--- config.mk ---
export PLATFORM = sky130hd
export DESIGN_NAME = ipv4_forward_filter_core
export DESIGN_NICKNAME = d
export VERILOG_FILES = /design/src/sv/ipv4ff_pkg.sv /design/src/sv/ipv4_forward_filter_core.sv /design/src/sv/ipv4ff_blacklist.sv
export SDC_FILE = /design/constraint.sdc
export NUM_CORES = 2
export LEC_CHECK = 0
export BUFFER_PORTS_ARGS = -buffer_cell sky130_fd_sc_hd__buf_4
export CORE_ASPECT_RATIO = 0.7
export CORE_MARGIN = 3
export CORE_UTILIZATION = 45
export DETAILED_ROUTE_END_ITERATION = 8
export SLEW_MARGIN = 20
export SYNTH_ARGS = -nofsm -noshare
export SYNTH_HDL_FRONTEND = slang
export SYNTH_SLANG_ARGS = --single-unit
--- constraint.sdc ---
create_clock -name aclk -period 12.9 [get_ports aclk]
set_clock_uncertainty 0.1 [all_clocks]
set_input_delay 0.645 -clock aclk [delete_from_list [all_inputs] [get_ports aclk]]
set_output_delay 0.645 -clock aclk [all_outputs]
set_load 0.03 [all_outputs]
--- src/sv/ipv4ff_pkg.sv ---
// Shared types and constants of the IPv4 forwarding filter.
`timescale 1ns / 1ps
`default_nettype none

package ipv4ff_pkg;

    localparam int TABLE_ENTRIES = 64;

    localparam int CMD_W     = 2;
    localparam int VERDICT_W = 2;

    localparam logic [CMD_W-1:0] CMD_FRAME = 2'd0;
    localparam logic [CMD_W-1:0] CMD_SET   = 2'd1;
    localparam logic [CMD_W-1:0] CMD_CLEAR = 2'd2;

    localparam logic [VERDICT_W-1:0] VERDICT_PASS  = 2'd0;
    localparam logic [VERDICT_W-1:0] VERDICT_DROP  = 2'd1;
    localparam logic [VERDICT_W-1:0] VERDICT_TX    = 2'd2;
    localparam logic [VERDICT_W-1:0] VERDICT_TABLE = 2'd3;

    localparam logic [15:0] ETHERTYPE_IPV4  = 16'h0800;
    localparam logic [15:0] MIN_FRAME_BYTES = 16'd34;

    // Input transaction payload, last field in the lowest bits.
    typedef struct packed {
        logic [1:0]  pad;
        logic [31:0] ip_dest_address;
        logic [63:0] ip_bytes_8_15;
        logic [63:0] ip_bytes_0_7;
        logic [15:0] ether_type;
        logic [47:0] src_mac;
        logic [47:0] dst_mac;
        logic [15:0] frame_length;
        logic [31:0] entry_address;
        logic [5:0]  slot;
    } s_data_t;

    // Result transaction payload, last field in the lowest bits.
    typedef struct packed {
        logic [15:0] out_checksum;
        logic [7:0]  out_ttl;
        logic [47:0] out_src_mac;
        logic [47:0] out_dst_mac;
    } m_data_t;

    // Blacklist write request.
    typedef struct packed {
        logic        en;
        logic        set;
        logic [5:0]  slot;
        logic [31:0] address;
    } tbl_wr_t;

endpackage

`default_nettype wire

--- src/sv/ipv4_forward_filter_core.sv ---
// Top level of the IPv4 forwarding filter with destination blacklist.
//
// Each input transaction carries either a frame header (tuser = 0) or a
// blacklist command (tuser = 1 sets a slot, tuser = 2 clears it). Every input
// transaction yields exactly one result transaction, whose tuser is the
// verdict: pass, drop, transmit or table updated. Transmitted headers have
// the MACs swapped, the TTL decremented and the header checksum recomputed.
// The design has an input register and a result register with one level of
// logic between them. An accepted transaction waits in the input register
// until the result register is free or being taken, then moves on into it.
// One transaction per cycle is sustained while the receiver takes results.
// The blacklist match compares the destination against all slots at once,
// and table commands take effect for every frame that follows them.
// When the receiver stalls, the result register holds its transaction and
// the input register can still take one more; after that, s_axis_tready
// falls until the result is taken. Reset empties the blacklist and both
// register stages; the block accepts input as soon as reset is released.
`timescale 1ns / 1ps
`default_nettype none

module ipv4_forward_filter_core (
    input  wire                      aclk,
    input  wire                      aresetn,
    input  wire                      s_axis_tvalid,
    output logic                     s_axis_tready,
    // slot, entry_address, frame_length, dst_mac, src_mac, ether_type,
    // ip_bytes_0_7, ip_bytes_8_15, ip_dest_address, two zero bits
    input  wire ipv4ff_pkg::s_data_t s_axis_tdata,
    // command
    input  wire [1:0]                s_axis_tuser,
    output logic                     m_axis_tvalid,
    input  wire                      m_axis_tready,
    // out_dst_mac, out_src_mac, out_ttl, out_checksum
    output ipv4ff_pkg::m_data_t      m_axis_tdata,
    // verdict
    output logic [1:0]               m_axis_tuser
);
    import ipv4ff_pkg::*;

    logic                 s1_valid_reg;
    logic [CMD_W-1:0]     s1_cmd_reg;
    s_data_t              s1_data_reg;
    logic                 s1_adv;

    logic                 m_valid_reg;
    logic [VERDICT_W-1:0] m_user_reg;
    m_data_t              m_data_reg;
    logic [VERDICT_W-1:0] m_user_next;
    m_data_t              m_data_next;

    tbl_wr_t              tbl_wr;
    logic                 tbl_hit;

    logic [7:0]           ttl;
    logic [7:0]           new_ttl;
    logic [19:0]          sum;
    logic [16:0]          fold1;
    logic [15:0]          fold2;
    logic                 non_ipv4;

    assign s1_adv        = !m_valid_reg || m_axis_tready;
    assign s_axis_tready = !s1_valid_reg || s1_adv;

    always_ff @(posedge aclk) begin
        if (!aresetn) begin
            s1_valid_reg <= 1'b0;
        end else if (s_axis_tready) begin
            s1_valid_reg <= s_axis_tvalid;
        end
    end

    always_ff @(posedge aclk) begin
        if (s_axis_tvalid && s_axis_tready) begin
            s1_cmd_reg  <= s_axis_tuser;
            s1_data_reg <= s_axis_tdata;
        end
    end

    always_comb begin
        tbl_wr.en      = s1_valid_reg && s1_adv &&
                         ((s1_cmd_reg == CMD_SET) || (s1_cmd_reg == CMD_CLEAR));
        tbl_wr.set     = (s1_cmd_reg == CMD_SET);
        tbl_wr.slot    = s1_data_reg.slot;
        tbl_wr.address = s1_data_reg.entry_address;
    end

    ipv4ff_blacklist u_blacklist (
        .aclk        (aclk),
        .aresetn     (aresetn),
        .wr          (tbl_wr),
        .lookup_addr (s1_data_reg.ip_dest_address),
        .hit         (tbl_hit)
    );

    assign ttl      = s1_data_reg.ip_bytes_8_15[63:56];
    assign new_ttl  = ttl - 8'd1;
    assign non_ipv4 = (s1_data_reg.frame_length < MIN_FRAME_BYTES) ||
                      (s1_data_reg.ether_type != ETHERTYPE_IPV4);

    // The checksum field itself counts as zero and is left out of the sum.
    always_comb begin
        sum = 20'(s1_data_reg.ip_bytes_0_7[63:48]) +
              20'(s1_data_reg.ip_bytes_0_7[47:32]) +
              20'(s1_data_reg.ip_bytes_0_7[31:16]) +
              20'(s1_data_reg.ip_bytes_0_7[15:0]) +
              20'({new_ttl, s1_data_reg.ip_bytes_8_15[55:48]}) +
              20'(s1_data_reg.ip_bytes_8_15[31:16]) +
              20'(s1_data_reg.ip_bytes_8_15[15:0]) +
              20'(s1_data_reg.ip_dest_address[31:16]) +
              20'(s1_data_reg.ip_dest_address[15:0]);
        fold1 = 17'(sum[15:0]) + 17'(sum[19:16]);
        fold2 = fold1[15:0] + 16'(fold1[16]);
    end

    always_comb begin
        m_data_next.out_dst_mac  = s1_data_reg.dst_mac;
        m_data_next.out_src_mac  = s1_data_reg.src_mac;
        m_data_next.out_ttl      = ttl;
        m_data_next.out_checksum = s1_data_reg.ip_bytes_8_15[47:32];
        m_user_next              = VERDICT_PASS;
        unique case (s1_cmd_reg) inside
            CMD_FRAME: begin
                if (non_ipv4) begin
                    m_user_next = VERDICT_PASS;
                end else if (tbl_hit || (ttl <= 8'd1)) begin
                    m_user_next = VERDICT_DROP;
                end else begin
                    m_user_next              = VERDICT_TX;
                    m_data_next.out_dst_mac  = s1_data_reg.src_mac;
                    m_data_next.out_src_mac  = s1_data_reg.dst_mac;
                    m_data_next.out_ttl      = new_ttl;
                    m_data_next.out_checksum = ~fold2;
                end
            end
            CMD_SET, CMD_CLEAR: begin
                m_user_next = VERDICT_TABLE;
            end
            default: begin
                m_user_next = VERDICT_PASS;
            end
        endcase
    end

    always_ff @(posedge aclk) begin
        if (!aresetn) begin
            m_valid_reg <= 1'b0;
        end else if (s1_adv) begin
            m_valid_reg <= s1_valid_reg;
        end
    end

    always_ff @(posedge aclk) begin
        if (s1_adv && s1_valid_reg) begin
            m_user_reg <= m_user_next;
            m_data_reg <= m_data_next;
        end
    end

    assign m_axis_tvalid = m_valid_reg;
    assign m_axis_tuser  = m_user_reg;
    assign m_axis_tdata  = m_data_reg;

endmodule

`default_nettype wire

--- src/sv/ipv4ff_blacklist.sv ---
// Blacklist table of destination addresses with a parallel match on all slots.
`timescale 1ns / 1ps
`default_nettype none

module ipv4ff_blacklist (
    input  wire                   aclk,
    input  wire                   aresetn,
    input  wire ipv4ff_pkg::tbl_wr_t wr,
    input  wire [31:0]            lookup_addr,
    output logic                  hit
);
    import ipv4ff_pkg::*;

    logic [TABLE_ENTRIES-1:0] valid_reg;
    logic [31:0]              addr_reg [TABLE_ENTRIES];

    always_ff @(posedge aclk) begin
        if (!aresetn) begin
            valid_reg <= '0;
        end else if (wr.en) begin
            for (int i = 0; i < TABLE_ENTRIES; i++) begin
                if (int'(wr.slot) == i) begin
                    valid_reg[i] <= wr.set;
                end
            end
        end
    end

    always_ff @(posedge aclk) begin
        if (wr.en && wr.set) begin
            for (int i = 0; i < TABLE_ENTRIES; i++) begin
                if (int'(wr.slot) == i) begin
                    addr_reg[i] <= wr.address;
                end
            end
        end
    end

    always_comb begin
        hit = 1'b0;
        for (int i = 0; i < TABLE_ENTRIES; i++) begin
            if (valid_reg[i] && (addr_reg[i] == lookup_addr)) begin
                hit = 1'b1;
            end
        end
    end

endmodule

`default_nettype wire

==> flow_results.org <==
** Run status
- The flow ran to the end, and the final reports show no timing, DRC or antenna violations.

** Global route
- Global routing finished with a remaining overflow of 0.
- Largest net degree at the start of global routing :: 145
- The number of antenna violations at the first check in global routing was 55.
- Number of global-route vias before repair :: 59,700
- Overall global routing resource usage :: 29.4%
- The first global-routing pass estimated 500,000 um of wire.

** Die
- In this run the horizontal extent of the chip is 593 um.
- Floorplan core area :: 239,000 sq um
- Measured along the y axis, the die boundary spans 417 um.
- Total I/O pin count :: 458
- Starting Density :: 45.3%
- Die footprint :: 247,000 sq um
- The initialized floorplan defines 150 standard-cell rows.

** Final layout
- Number of flip-flops under the largest register name :: 2,048
- Design Area, Final :: 127,000 sq um
- Of the cells placed in the final design, the portion with a size suffix greater than 1 is 15.0%.
- From synthesis to final layout, the design area changed by 17.1%.
- Number of cells in the finished layout apart from fillers :: 11,000
- After the last flow step, the layout net total stands at 8,024.
- Utilization of the core after routing :: 53.1%

** Placement
- Counting tap cells, the placed design contains a total of 10,200 instances.
- DP HPWL :: 192,000 um
- Summing all placed instances gives a cell area of 116,000 sq um.
- Weighted congestion reported at the end of routability-driven placement :: 0.859
- Port bufs :: 454

** Critical path
- Critical path capture point type :: flop
- The slowest stage of the critical path belongs to the cell sky130_fd_sc_hd__edfxtp_1.
- Critical path start-end classification :: flop to flop
- Of all nets on the critical path, the largest fanout is 12.
- Worst Path Required :: 13.41 ns
- At the worst endpoint, the arrival time is 10.39 ns.
- Sort of element at the start of the critical path :: flop
- The largest single stage delay on the critical path is 1.07 ns.

** CTS
- Clock tree synthesis found a total of 2,563 sinks.
- TritonCTS built the clock tree.
- Number of hold-repair buffers added at the cts stage :: 330
- Post-CTS timing repair inserted 0 buffers for setup.
- Once the clock tree was built, the resizer swapped 0 gates to a different size.
- CTS built an H-tree with a depth of 4.
- Buffer type at the clock tree root :: sky130_fd_sc_hd__clkbuf_16
- Clock Latency Late Sink :: 0.91 ns
- Clock-pin slew was measured on the worst setup and hold paths at 0.06 ns.
- Number of buffers inserted during clock tree synthesis :: 246
- Clk buf depth :: 4

** Yosys
- After synthesis, the largest area contributor takes up 69.2% of total cell area.
- The most common cell in the synthesized netlist is sky130_fd_sc_hd__edfxtp_1.
- When the netlist entered floorplanning its net count stood at 7,029.
- The Yosys step of the flow raised 0 warnings.
- Yosys mapped a number of flops with a built-in enable equal to 2,497.
- Number of distinct standard cells referenced by the synthesized netlist :: 70
- Part of the Yosys area used for sequential elements :: 70.4%
- Synthesized area divided by synthesized cell count :: 16.5 sq um
- After synthesis, the most frequently instantiated cells are sky130_fd_sc_hd__edfxtp_1, sky130_fd_sc_hd__xor2_1, sky130_fd_sc_hd__xnor2_1.
- Number of flip-flops and latches in the synthesized netlist :: 2,563
- Top cells by area, synth :: sky130_fd_sc_hd__edfxtp_1, sky130_fd_sc_hd__xor2_1, sky130_fd_sc_hd__xnor2_1
- After synthesis the cells add up to 108,000 sq um.
- Summed over all instances, the cell type with the most area after synthesis is sky130_fd_sc_hd__edfxtp_1.
- Async set or reset register ratio after synthesis :: 0%
- The most used flip-flop cell after synthesis is sky130_fd_sc_hd__edfxtp_1.
- Synthesized netlist cell count :: 6,552

** Detailed routing
- After detailed routing, the number of vias per cell comes to 5.81.
- Detailed-route wire length per cell :: 33.9 um
- The detail route stage leaves a number of antenna-violating nets equal to 0.
- DRC violation count after routing :: 0
- Total vias in the final route :: 63,700
- For this run, the detailed router's first-pass iteration total came to 5.
- Wires add up to 372,000 um.
- Number of violations reported at the end of detailed-routing iteration 0 :: 10,400

** Job
- Max-capacitance violation count :: 0

** Power
- In this run the power density over the cells is 161 nW/um^2.
- Peak supply drop :: 0.235 mV
- Summed over all cells, the static leakage comes to 0.0424 uW.

** Hold path
- The worst hold path belongs to the class input port to flop.

** Timing
- Portion of the clock cycle consumed by the worst path in the final layout :: 76.6%
- Derived from the worst setup path, the maximum achievable clock frequency is 101 MHz.
- Setup repair after global routing left no endpoint under its margin.
- Number of hold violations in the final report :: 0
- For the pin with the worst max-slew slack, the measured transition is 1.16 ns.
- The count of pins over their slew limit came to 0.
- Max transition margin :: 22.6%
- The clock period could shrink to 9.88 ns.
- Setup violations remaining at the end of the flow were counted as 0.
- Adding up every negative setup slack in the final design gives 0 ns.
==> kinds of logic (layout without fill, tap and decap cells) <==
logic type / count (synthesis) / after routing / share of synthesized area, %
simple gates: 1049 / 1049 / 5.50
other cells: 0 / 32 / 0
fa+ha+maj: 144 / 144 / 2.43
flops: 2563 / 2563 / 70.4
mux: 144 / 144 / 1.46
buf+inv: 398 / 1591 / 2.31
xor+xnor: 2068 / 2068 / 16.7
compound gates: 186 / 186 / 1.22
==> routing by layer <==
layer | global-route usage (%) | up-vias | share of wire [%]
met2 | 45.3 | 4026 | 45
li1 | - | 26000 | -
met1 | 43.4 | 33100 | 41
met3 | 5.12 | 558 | 11
met4 | 7.62 | 10 | 2.9
met5 | 0 | - | 0.016
==> worst paths after layout <==
kind / cells past startpoint / startpoint / endpoint / slack [ns]
max: 33 / s1_data_reg[318]$_DFFE_PP_ / m_axis_tdata[112]$_DFFE_PP_ / 3.02
min: 2 / aresetn / m_axis_tvalid$_SDFFE_PN0P_ / 0.12
max reg2reg: 33 / s1_data_reg[318]$_DFFE_PP_ / m_axis_tdata[112]$_DFFE_PP_ / 3.02
min reg2reg: 2 / u_blacklist.valid_reg[18]$_SDFFE_PN0P_ / u_blacklist.valid_reg[18]$_SDFFE_PN0P_ / 0.40
==> final cells by class <==
cell class              instances  area, sq um
diodes                         32         80.1
clock buffers                 346         6810
multi-input cells            3591        29800
well taps                    3192         3990
clock inverters               100          782
inverters                     134          503
repair buffers               1011         8690
fillers                     19200       112000
flip-flops and latches       2563        76300
==> where the power goes <==
part,leakage [uW],switching (uW),internal [uW]
registers,0.0233,50.5,9230
logic,0.0154,2690,1420
clock network,0.00371,3140,3890
==> cells in the final DEF, fill, tap and decap left out, drive strengths merged, types with 9 or more instances in the layout <==
cell type / instances
buf: 681
nor4: 349
nand3: 120
and2: 9
a21oi: 17
clkinv: 79
nand2: 27
dfxtp: 66
ha: 32
nand4: 226
nor2: 128
and3: 12
nor2b: 43
o21a: 46
diode: 32
bufinv: 12
mux2i: 36
o21ai: 38
dlygate4sd3: 330
mux2: 108
edfxtp: 2497
fa: 111
clkbuf: 346
a21boi: 15
inv: 139
xor2: 1341
o22ai: 14
nor3: 100
xnor2: 727
==> stage by stage <==
step                total power (uW)  hold slack, ns  worst slack (ns)
CTS                            20400          0.0772              3.09
global route                   21100           0.102              2.46
finish                         20400           0.122              3.02
detailed placement             13400           0.381              3.06
global placement               13400           0.368              3.07
floorplan                      12000           0.354              3.67
==> worst max-delay path, delay by kind of cell (launching register included) <==
family,cells,cell delay (ns)
adders and majority gates,8,3.03
AOI/OAI and AO/OA,9,2.34
and+or+nand+nor,9,2.18
DFF,1,1.07
muxes,1,0.33
buffers and inverters,4,0.32
xor gates and xnor gates,2,0.30
(Power assumes the default switching activity.)
